File: config.mk
export PLATFORM = sky130hd
export DESIGN_NAME = zpc_mac
export DESIGN_NICKNAME = d
export VERILOG_FILES = /design/src/hdl/zpc_pkg.sv /design/src/hdl/zpc_mac.sv
export SDC_FILE = /design/constraint.sdc
export NUM_CORES = 2
export LEC_CHECK = 0
export ABC_AREA = 1
export BUFFER_PORTS_ARGS = -buffer_cell sky130_fd_sc_hd__clkbuf_2
export CORE_MARGIN = 2
export CORE_UTILIZATION = 33
export CTS_BUF_LIST = sky130_fd_sc_hd__clkbuf_8 sky130_fd_sc_hd__clkbuf_16
export DETAILED_ROUTE_END_ITERATION = 10
export GPL_ROUTABILITY_DRIVEN = 0
export PLACE_DENSITY = 0.48
export SLEW_MARGIN = 20
export SYNTH_ARGS = -nofsm -noshare
export SYNTH_HDL_FRONTEND = slang
export SYNTH_SLANG_ARGS = --single-unit
File: constraint.sdc
create_clock -name clk -period 4.1 [get_ports clk]
set_clock_uncertainty 0.05 [all_clocks]
set_input_delay 0.615 -clock clk [delete_from_list [all_inputs] [get_ports clk]]
set_output_delay 0.615 -clock clk [all_outputs]
set_load 0.05 [all_outputs]
File: src/hdl/zpc_pkg.sv
// Shared constants, types and fixed-point helpers of the ZMP preview controller.
package zpc_pkg;

	localparam int PREVIEW_LEN = 128;
	localparam int IDX_W = $clog2(PREVIEW_LEN);
	localparam int OP_W = $clog2(PREVIEW_LEN + 5);

	localparam logic [1:0] CMD_STEP = 2'd0;
	localparam logic [1:0] CMD_LOAD = 2'd1;
	localparam logic [1:0] CMD_FILL = 2'd2;

	localparam logic [2:0] REG_STEP_DT = 3'd0;
	localparam logic [2:0] REG_HALF_DT_SQ = 3'd1;
	localparam logic [2:0] REG_SIXTH_DT_CUBE = 3'd2;
	localparam logic [2:0] REG_HEIGHT_OVER_G = 3'd3;
	localparam logic [2:0] REG_GAIN_INTEGRAL = 3'd4;
	localparam logic [2:0] REG_GAIN_POS = 3'd5;
	localparam logic [2:0] REG_GAIN_VEL = 3'd6;
	localparam logic [2:0] REG_GAIN_ACC = 3'd7;

	typedef struct packed {
		logic rot;
		logic shift;
		logic fill;
		logic load;
	} cell_ctl_t;

	typedef struct packed {
		logic issue;
		logic rnd;
		logic clr;
	} mac_ctl_t;

	function automatic logic signed [63:0] rnd16(input logic signed [63:0] v);
		logic signed [63:0] t;
		t = v + 64'sd32768;
		return t >>> 16;
	endfunction

	function automatic logic signed [31:0] sat32(input logic signed [63:0] v);
		if (v > 64'sd2147483647) begin
			return 32'sh7fffffff;
		end else if (v < -64'sd2147483648) begin
			return 32'sh80000000;
		end
		return v[31:0];
	endfunction

	function automatic logic signed [47:0] sat48(input logic signed [49:0] v);
		if (v > 50'sh07fffffffffff) begin
			return 48'sh7fffffffffff;
		end else if (v < -50'sh0800000000000) begin
			return 48'sh800000000000;
		end
		return v[47:0];
	endfunction

endpackage

File: src/hdl/zpc_mac.sv
// Shared multiply-accumulate unit with a registered product and optional rounding.
module zpc_mac (
	input  logic                clk,
	input  logic                arst_n,
	input  zpc_pkg::mac_ctl_t   ctl,
	input  logic signed [32:0]  a,
	input  logic signed [32:0]  b,
	output logic signed [63:0]  acc
);

	logic signed [65:0] prod;
	logic signed [63:0] prod_s1, term;
	logic v_s1, rnd_s1;
	logic signed [63:0] acc_q;

	assign prod = a * b;
	assign term = rnd_s1 ? zpc_pkg::rnd16(prod_s1) : prod_s1;

	always_ff @(posedge clk) begin
		prod_s1 <= prod[63:0];
		rnd_s1 <= ctl.rnd;
	end

	always_ff @(posedge clk or negedge arst_n) begin
		if (!arst_n) begin
			v_s1 <= 1'b0;
			acc_q <= '0;
		end else begin
			v_s1 <= ctl.issue;
			if (ctl.clr) begin
				acc_q <= '0;
			end else if (v_s1) begin
				acc_q <= acc_q + term;
			end
		end
	end

	assign acc = acc_q;

endmodule

### After elaboration in Yosys (flattened, before gate mapping)

Index checks and enable logic that the tools add are counted.

* flip-flop bits (word level): 130
* output and inout bits: 64
* logic and storage cells: 11

* $add $sub $neg: 2
* multiply operators: 1
* muxes and demuxes: 3
* reduce and logical (&&, ||, !) cells: 1

Operators with widths (count)
* $mux W64: 3
* $add A64 B17 Y64 const B: 1
* $add A64 B64 Y64: 1
* $mul A33 B33 Y64: 1
* $reduce_bool A2 Y1: 1

### Depth between registers and ports, before layout

* depth in word-level cells: 5
* depth in mapped cells: 33
* depth with buffers taken out: 31

### Worst setup path after synthesis

Ideal clock, no wire load.

* path type: input -> register
* from: in b[1]
* to: reg prod_s1[63]
* setup time: 113 ps
* data arrival time: 7364 ps
* required time: 3937 ps
* slack: -3427 ps
* cell stages on the path: 26
* path buffers: 2
* path through: clkbuf_1 > clkbuf_1 > nand2_1 > inv_1 > fa_1 > fa_1 > fa_1 > fa_1 > inv_1 > fa_1 > inv_1 > fa_1 > fa_1 > inv_1 > fa_1 > inv_1 > ha_1 > nand2_1 > nor2_1 > inv_1 > nor2_2 > inv_1 > nor4_4 > a21oi_1 > nand3_1 > nand2_1

* cells in the longest elaborated chain, start to end: 1

Ends and longest elaborated chain
* from (decl): line zpc_mac.sv:7 `input logic signed [32:0] b,`
* $mul A33 B33 Y64: line zpc_mac.sv:16 `assign prod = a * b;`
* net prod[63]: line zpc_mac.sv:11 `logic signed [65:0] prod;`
* to (signal assigned): line zpc_mac.sv:20 `prod_s1 <= prod[63:0];`
* to (decl): line zpc_mac.sv:12 `logic signed [63:0] prod_s1, term;`

The timed path passes the listed nets, and every way through them passes these cells.
A chain may end at the register's enable or synchronous reset.

### Final worst setup path

* from: in b[9]
* to: reg prod_s1[47]

The elaborated chain is that of the path after synthesis.

==> results.md <==
- HP Class: in -> async
- R2r endpoint: acc[56]
- Number of synthesized flops with an enable pin: 0
- Most common cell in the netlist: inv_1
- Critical Path Max Stage Delay: 0.57 ns
- Setup violators final: 58
- GRT Residual Overflow: 0
- First-pass GRT wire length: 277000 um
- Period utilisation layout: 1.63
- Failing checks: setup timing
- Die width: 398 um
- TritonCTS clock tree: yes
- Share of layout cells above drive strength 1: 0.231
- Crit-path most repeated cell: fa_1
- Post-route cell area: 0.0665 mm2
- Vias in the first global route: 47416
- Clock latency on the worst-skew pair: 0.49 ns
- Routed wire length: 180000 um
- Initial Util: 0.332
- Post-route DRC: 0
- Initial antenna violation count: 2
- Crit path time final: 6.67 ns
- Clk Tree Root Cell: clkbuf_16
- CP Capture Type: flip-flop
- WP data arrival: 7.00 ns
- Synthesis-to-finish area growth: 30.0%
- Async set-or-reset flop fraction in the synthesized netlist: 0.500
- CP startpoint kind: input port
- Clock sinks: 130
- Top cells by count, synth: inv_1 (2002), nand2_1 (1892), fa_1 (1126)
- Area after DPL: 0.0601 mm2
- Core ar.: 0.154 mm2
- Status: finished, violations left
- Critical Path RT: 4.43 ns
- Layout Nets: 9046
- CP Class: in -> reg
- Clk slew on worst S/H paths: 0.06 ns
- Worst reg2reg startpoint: prod_s1[16]
- Ports: 135
- Largest net degree at the start of global routing: 65
- Distinct cells, synth: 52
- Netlist Area Pre-Place: 0.0512 mm2
- H-tree depth: 4
- Tot GR Track Use: 0.228
- Synthesized net count: 8424
- Fmax: 150 MHz
- Via Count: 45048
- Yosys warning total: 0
- Synthesized instance count: 6951
- Mean post-synth cell area: 7.36 um2
- Die area: 0.158 mm2
- R2R setup slack: 0.18 ns
- DR pass1 iterations: 7
- Sequential fraction of the synthesis area: 0.0572
- DRT iter0 DRCs: 3063
- Slew HR: 0.478
- Worst Setup Slack, final: -2.57 ns
- Crit-path slowest cell: fa_2
- Count of state elements after synthesis: 130
- Routed Antenna Nets: 0
- Yosys top cell by area: fa_1
- Wire per inst: 18.7 um
- CTS Hold Buffers Added: 0
- Area contributors post-synth: fa_1 (44%), inv_1 (15%), nand2_1 (14%)
- Filler instances: 15519
- Row count: 144
- Total CTS buffers: 17
- Crit Path Max Fanout: 7
- Top cell type's share of synthesized area: 0.441
- Mean number of vias per cell: 4.68
- Vert. Die Dim: 398 um
- RSZ-0062 raised after global routing: yes
- Detailed Place HPWL: 152000 um
- Synth Flop Type: dfxtp_1
- R2R cell count: 23
- Slew at the pin with the worst max-slew slack: 0.784 ns
- I/O Buffers: 134
- Max-cap check violation count: 0
- Final hold viol count: 0
- Clk buf depth: 2
- Pins Over Slew Limit: 0
==> sequential cells by signal, summed over array words and instances, names as in the netlist <==
| register | flops |
|---|---|
| acc | 64 |
| prod_s1 | 64 |
| rnd_s1 | 1 |
| v_s1 | 1 |
==> stage by stage <==
stage | utilization | cells | TNS, ns | setup WS [ns] | hold WS [ns]
6_report | 0.432 | 9630 | -127.77 | -2.57 | 0.135
5_1_grt | 0.432 | 9630 | -137.59 | -2.79 | 0.175
4_1_cts | 0.415 | 9561 | -126.36 | -2.55 | 0.134
3_5_place_dp | 0.390 | 9424 | -173.19 | -3.50 | 0.464
3_3_place_gp | 0.390 | 9424 | -172.03 | -3.53 | 0.456
2_1_floorplan | - | 6951 | -122.20 | -2.70 | 0.269
==> critical path, delay by kind of cell <==
kind / cells / cell delay [ns]
XOR/XNOR: 1 / 0.26
buffers and inverters: 10 / 0.86
AND/OR/NAND/NOR: 7 / 0.78
adder cells (fa/ha/maj): 9 / 4.45
==> how the worst max path moves through the flow <==
stage,startpoint,to,cells after the start
2_1_floorplan,b[11],prod_s1[63],30
3_3_place_gp,b[9],prod_s1[37],31
3_5_place_dp,b[9],prod_s1[37],31
4_1_cts,b[6],prod_s1[61],28
5_1_grt,b[4],prod_s1[58],28
6_report,b[9],prod_s1[47],27
==> routing by layer <==
metal,part of all wire,GRT usage,routed length (um),vias up
li1,-,-,-,21034
met1,0.45,0.312,80700,22704
met4,0.021,0.0455,3720,0
met5,0,0,0,-
met3,0.045,0.0164,8030,190
met2,0.49,0.394,87600,1120
==> what timing repair did <==
item | CTS | global route
endpoints found under the setup margin | 58 | 80
pin swaps | 197 | 243
cloned | 17 | 9
gates resized for setup | 507 | 540
setup buffers | 93 | 69
==> logic make-up (layout without fill, tap and decap cells) <==
| family | count (synthesis) | after routing | synth area share |
|---|---|---|---|
| and+or+nand+nor | 2608 | 2608 | 0.206 |
| other | 0 | 1 | 0 |
| adders and majority gates | 1402 | 1402 | 0.508 |
| buffers and inverters | 2299 | 2933 | 0.169 |
| AOI/OAI and AO/OA | 436 | 436 | 0.0467 |
| DFF | 130 | 130 | 0.0572 |
| xor gates and xnor gates | 76 | 76 | 0.0130 |
==> layout make-up <==
type	instances	area [um2]	area share
well taps	2044	2560	0.0385
clock inverters	10	95.1	0.00143
repair buffers	888	9270	0.139
clock buffers	21	514	0.00774
diodes	1	2.50	0.0000376
multi-input cells	4522	43500	0.655
inverters	2014	7580	0.114
flip-flops and latches	130	2930	0.0441
==> placed cells by master, fill, tap and decap left out, drive strengths merged, types with 2 or more instances in the layout <==
| cell | count |
|---|---|
| a21boi | 2 |
| a21o | 7 |
| a21oi | 210 |
| a31oi | 12 |
| a32o | 3 |
| and3 | 2 |
| buf | 749 |
| bufbuf | 9 |
| clkbuf | 151 |
| clkinv | 5 |
| clkinvlp | 2 |
| dfrtp | 65 |
| dfxtp | 65 |
| fa | 1126 |
| ha | 276 |
| inv | 2016 |
| nand2 | 1907 |
| nand3 | 200 |
| nand3b | 12 |
| nand4 | 42 |
| nor2 | 386 |
| nor3 | 24 |
| nor4 | 16 |
| o211ai | 3 |
| o21a | 6 |
| o21ai | 160 |
| o21bai | 28 |
| o31ai | 2 |
| or2 | 16 |
| xnor2 | 18 |
| xor2 | 58 |
Power is not shown: default switching activity piles up to over one toggle a cycle in this logic, so the estimate is an artifact.
