**src/hdl/zpc_pkg.sv**
```systemverilog
// Shared constants, types and fixed-point helpers of the ZMP preview controller.
package zpc_pkg;

	localparam int PREVIEW_LEN = 128;
	localparam int IDX_W = $clog2(PREVIEW_LEN);
	localparam int OP_W = $clog2(PREVIEW_LEN + 5);

	localparam logic [1:0] CMD_STEP = 2'd0;
	localparam logic [1:0] CMD_LOAD = 2'd1;
	localparam logic [1:0] CMD_FILL = 2'd2;

	localparam logic [2:0] REG_STEP_DT = 3'd0;
	localparam logic [2:0] REG_HALF_DT_SQ = 3'd1;
	localparam logic [2:0] REG_SIXTH_DT_CUBE = 3'd2;
	localparam logic [2:0] REG_HEIGHT_OVER_G = 3'd3;
	localparam logic [2:0] REG_GAIN_INTEGRAL = 3'd4;
	localparam logic [2:0] REG_GAIN_POS = 3'd5;
	localparam logic [2:0] REG_GAIN_VEL = 3'd6;
	localparam logic [2:0] REG_GAIN_ACC = 3'd7;

	typedef struct packed {
		logic rot;
		logic shift;
		logic fill;
		logic load;
	} cell_ctl_t;

	typedef struct packed {
		logic issue;
		logic rnd;
		logic clr;
	} mac_ctl_t;

	function automatic logic signed [63:0] rnd16(input logic signed [63:0] v);
		logic signed [63:0] t;
		t = v + 64'sd32768;
		return t >>> 16;
	endfunction

	function automatic logic signed [31:0] sat32(input logic signed [63:0] v);
		if (v > 64'sd2147483647) begin
			return 32'sh7fffffff;
		end else if (v < -64'sd2147483648) begin
			return 32'sh80000000;
		end
		return v[31:0];
	endfunction

	function automatic logic signed [47:0] sat48(input logic signed [49:0] v);
		if (v > 50'sh07fffffffffff) begin
			return 48'sh7fffffffffff;
		end else if (v < -50'sh0800000000000) begin
			return 48'sh800000000000;
		end
		return v[47:0];
	endfunction

endpackage

```
**src/hdl/zpc_cell.sv**
```systemverilog
// One preview window cell: reference pair and preview gain of one window position.
module zpc_cell (
	input  logic                       clk,
	input  logic                       arst_n,
	input  zpc_pkg::cell_ctl_t         ctl,
	input  logic [zpc_pkg::IDX_W-1:0]  my_idx,
	input  logic [zpc_pkg::IDX_W-1:0]  gidx,
	input  logic signed [31:0]         gval,
	input  logic signed [31:0]         fill_x,
	input  logic signed [31:0]         fill_y,
	input  logic signed [31:0]         nx_wx,
	input  logic signed [31:0]         nx_wy,
	input  logic signed [31:0]         nx_g,
	output logic signed [31:0]         wx,
	output logic signed [31:0]         wy,
	output logic signed [31:0]         g
);

	logic signed [31:0] wx_q, wy_q, g_q;

	always_ff @(posedge clk or negedge arst_n) begin
		if (!arst_n) begin
			wx_q <= '0;
			wy_q <= '0;
		end else if (ctl.fill) begin
			wx_q <= fill_x;
			wy_q <= fill_y;
		end else if (ctl.rot || ctl.shift) begin
			wx_q <= nx_wx;
			wy_q <= nx_wy;
		end
	end

	always_ff @(posedge clk) begin
		if (ctl.rot) begin
			g_q <= nx_g;
		end else if (ctl.load && gidx == my_idx) begin
			g_q <= gval;
		end
	end

	assign wx = wx_q;
	assign wy = wy_q;
	assign g = g_q;

endmodule

```
**config.mk**
```make
export PLATFORM = sky130hd
export DESIGN_NAME = zpc_cell
export DESIGN_NICKNAME = d
export VERILOG_FILES = /design/src/hdl/zpc_pkg.sv /design/src/hdl/zpc_cell.sv
export SDC_FILE = /design/constraint.sdc
export NUM_CORES = 1
export LEC_CHECK = 0
export ABC_CLOCK_PERIOD_IN_PS = 900
export BUFFER_PORTS_ARGS = -buffer_cell sky130_fd_sc_hd__buf_2
export CORE_ASPECT_RATIO = 0.7
export CORE_MARGIN = 8
export CORE_UTILIZATION = 31
export DETAILED_ROUTE_END_ITERATION = 7
export GPL_TIMING_DRIVEN = 0
export MAX_ROUTING_LAYER = met4
export PLACE_DENSITY_LB_ADDON = 0.15
export SETUP_SLACK_MARGIN = 0.4
export SLEW_MARGIN = 20
export SYNTH_ARGS = -nofsm -noshare
export SYNTH_HDL_FRONTEND = slang
export SYNTH_SLANG_ARGS = --single-unit
```
**constraint.sdc**
```tcl
create_clock -name clk -period 0.9 [get_ports clk]
set_clock_uncertainty 0.05 [all_clocks]
set_input_delay 0.18 -clock clk [delete_from_list [all_inputs] [get_ports clk]]
set_output_delay 0.18 -clock clk [all_outputs]
set_load 0.02 [all_outputs]
```
Word-level counts from Yosys, hierarchy flattened
Cells that the tools add are included.
{"block": "op_classes", "reduce_logical": 4, "n_eq_ne": 1, "muxes": 6}
{"op": "two-way mux 32 bit", "n": 6}
{"op": "equality test 7 bit", "n": 1}
{"op": "nonzero test 2 bit", "n": 2}
{"op": "logical AND 1 bit", "n": 1}
{"op": "logical OR 1 bit", "n": 1}
{"block": "totals", "wordCells": 14, "out_inout_bits": 96, "register_bits": 96, "in_bits": 212}

Logic depth before layout (Yosys ltp)
{"block": "depth", "word_depth": 4, "mapped_depth": 6, "depth_no_buf": 3}

Worst setup path before layout
No wires, ideal clock.
{"block": "synth_path", "kind": "input -> register", "startpoint": "input port my_idx[6] (netlist name)", "endpoint": "register g_q[0] (netlist: g[0]) (enable)", "setup_time_ps": 390, "n_path_buf": 0, "slack_ps": -975, "t_required_ps": 460, "t_arrival_ps": 1435, "path_stages": 3, "cell_sequence": "xor2_1 -> nor4_1 -> a41o_1"}
{"block": "synth_via", "elab_chain_len": 3}
{"item": "from (decl)", "line": "zpc_cell.sv:6", "text": "input logic [zpc_pkg::IDX_W-1:0] my_idx,"}
{"item": "equality test 7 bit", "line": "zpc_cell.sv:37", "text": "end else if (ctl.load && gidx == my_idx) begin"}
{"item": "logical AND 1 bit", "line": "zpc_cell.sv:37"}
{"item": "nonzero test 2 bit (no source line)"}
{"item": "to (signal assigned)", "line": "zpc_cell.sv:36", "text": "g_q <= nx_g;"}
{"item": "to (signal assigned)", "line": "zpc_cell.sv:38", "text": "g_q <= gval;"}
{"item": "to (decl)", "line": "zpc_cell.sv:19", "text": "logic signed [31:0] wx_q, wy_q, g_q;"}
Every way passes these cells.
A chain may end at the register's enable or synchronous reset.

Worst setup path in the final report
{"block": "layout_path", "startpoint": "input port gidx[6] (netlist name)", "endpoint": "register g_q[8] (netlist: g[8]) (enable)"}
{"block": "layout_via", "elab_chain_len": 3}
{"item": "from (decl)", "line": "zpc_cell.sv:7", "text": "input logic [zpc_pkg::IDX_W-1:0] gidx,"}
{"item": "equality test 7 bit", "line": "zpc_cell.sv:37"}
{"item": "logical AND 1 bit", "line": "zpc_cell.sv:37"}
{"item": "nonzero test 2 bit (no source line)"}
Every way passes these cells.

==> qor.csv <==
metric;value;unit
clk_path_buf_depth;2;
grt.total_usage;19.1;%
cts_tree;yes;
grt_max_degree;37;
htree_levels;3;
criticalPathCategory;primary input to flip-flop;
cpPeakStageDelay;250;ps
fp-row-count;36;
cts_buffers;9;
antennaDiodeCount;0;
die_area;18500;um2
placed_cell_area;6520;um2
total_power;12.9;mW
cellLeakagePower;4.16;nW
path_depth;6;
cp_max_fo;8;
fin_hold_ws;-291;ps
hpwl;12700;um
die_y;116;um
synth.top_cell.area_share;36.1;%
avgRoutedWirePerCell;19.5;um
slowest_stage;nor4_4;
fin_util;64.3;%
dr_total_vias;4393;
clockPowerShare;27.4;%
arrival;1260;ps
coreArea;14000;um2
fin_tns_setup;-40400;ps
seqPwrFrac;41.2;%
hp-class;primary input to asynchronous set/reset pin;
io_buffer_count;306;
ff2ff_path_depth;4;
p_comb_share;31.4;%
ioPinCount;308;
fin_crit;1240;ps
antenna_found_initial;0;
postRouteAntennaNets;0;
setup-violations-final;207;
final_cell_mix;buf_2, buf_6, dfrtp_2;
grt_pass1_wl;26300;um
fmax;805;MHz
final_hold_viol_count;28;
die_w;159;um
drt-initial-drc-count;132;
drv_cap;0;
slew_violations;0;
final_common_cell;buf_2;
ys_seq_area_share;57.8;%
grt_pass1_vias;4851;
critPathLaunch;gidx[6];
p_switching;3.79;mW
cp-end-kind;flip-flop;
finalCritPeriodShare;138;%
rsz0062_at_grt;true;
syn_area_per_cell;12.5;um2
cts_sinks;96;
synth_area;4440;um2
ys_warn_count;0;
synth.distinct_cells;13;
drc;0;
start_kind;primary input;
irDropWorstVdd;779;uV
finalWorstSetupSlack;-342;ps
syn_inst;356;
relSlewSlack;73.2;%
yosys.area.top_type;dfrtp_1;
crit_chain;buf_6 -> xor2_2 -> nor4_4 -> buf_4 -> a41o_4 -> buf_12;
drive_gt1_share;84.2;%
via_per_inst;4.66;
syn_to_final_growth;103;%
cts-root-buf;clkbuf_16;
place_congestion;0.907;
p_per_area;1440;nW/um2
synthTopCellsByArea;dfrtp_1, edfxtp_1, mux2i_1;
totalWireLength;18400;um
nets;960;
p_int;9.14;mW
switching_share;29.3;%
synth_seq_cells;96;
clk_latency;340;ps
status;complete, but fails checks;
grt-ovfl-total;0;
firstDrtPassIters;4;
r2r_start;wy[4];
worst_pin_slew;402;ps
start_util;31.8;%
final_cell_area;8980;um2
clk_pin_slew;70;ps
worstReg2RegEnd;wy[4];
violations;negative hold slack, negative setup slack;
cp.required;920;ps
r2r_slack;-110;ps
cp_num_buf_inv;3;
synth_nets;568;
endpoint;g[8];
critPathTopFamily;buffers and inverters;
## cell type report
class                      instances  area [um2]
buffer                            25         360
clock buffer                      12         238
clock inverter                     4        30.0
fill                            1062        4980
multi-input combinational        237        2460
sequential                        96        2640
tap                              190         238
timing repair buffer             379        3020
## state kept, by name, summed over array words and instances, names as in the netlist
| register | flops |
|---|---|
| g | 32 |
| wx | 32 |
| wy | 32 |
## cells in the mapped netlist
cell type,instances
mux2i_1,64
nor4_1,1
buf_6,15
nor2_1,65
mux2_2,32
or3_4,1
dfrtp_1,64
a21oi_1,64
xor2_1,6
xnor2_1,1
a41o_1,1
buf_2,10
edfxtp_1,32
## power by group through the flow
stage               clock [mW]  combinational (mW)  sequential, mW
finish                    3.54                4.06            5.32
global route              3.79                4.29            5.37
CTS                       3.63                3.62            5.35
detailed placement           0                2.60            5.27
global placement             0                2.56            5.26
floorplan                    0               0.839            5.83
## kinds of logic (layout without fill, tap and decap cells)
| group | count (synthesis) | count (layout) | synth area share, % |
|---|---|---|---|
| muxes | 96 | 96 | 22.6 |
| AOI/OAI and AO/OA | 65 | 67 | 7.45 |
| buffers and inverters | 25 | 420 | 4.94 |
| DFF | 96 | 96 | 57.8 |
| xor gates and xnor gates | 7 | 7 | 1.38 |
| and+or+nand+nor | 67 | 67 | 5.90 |
## routing by layer
| layer | track usage (%) | share of wire [%] |
|---|---|---|
| met3 | 6.74 | 7.7 |
| met5 | - | 0 |
| met4 | 5.01 | 1.2 |
| met2 | 33.1 | 52 |
| met1 | 20.8 | 39 |
## how the worst min path moves through the flow
| stage | endpoint | cells past startpoint | slack [ps] |
|---|---|---|---|
| global placement | wy[24] | 3 | 430 |
| CTS | wx[1] | 1 | -290 |
| detailed placement | wx[1] | 1 | 90 |
| finish | wx[1] | 1 | -290 |
| global route | wx[1] | 1 | -280 |
| floorplan | wx[0] | 0 | -170 |
## stage by stage
stage          hold WS (ps)  std cells  setup slack [ps]
2_1_floorplan          -166        356              -568
3_3_place_gp            427        852              -834
3_5_place_dp           86.7        853              -864
4_1_cts                -291        906              -313
5_1_grt                -277        943              -348
6_report               -291        943              -342
## timing repair
| action | 4_1_cts | 5_1_grt |
|---|---|---|
| buffers inserted | 22 | 37 |
| setup endpoints to repair | 224 | 224 |
| pin swaps | 5 | 3 |
| resized for setup | 324 | 64 |
| cloned | 15 | 0 |
| endpoints found under the hold margin | 28 | 28 |
## worst reg2reg max path, stage by stage (launching register included)
cell	delay (ps)
dfrtp_2	410
buf_4	130
buf_4	120
nor2_2	140
a21oi_4	40
No activity file was read; power rests on OpenSTA's default activity.
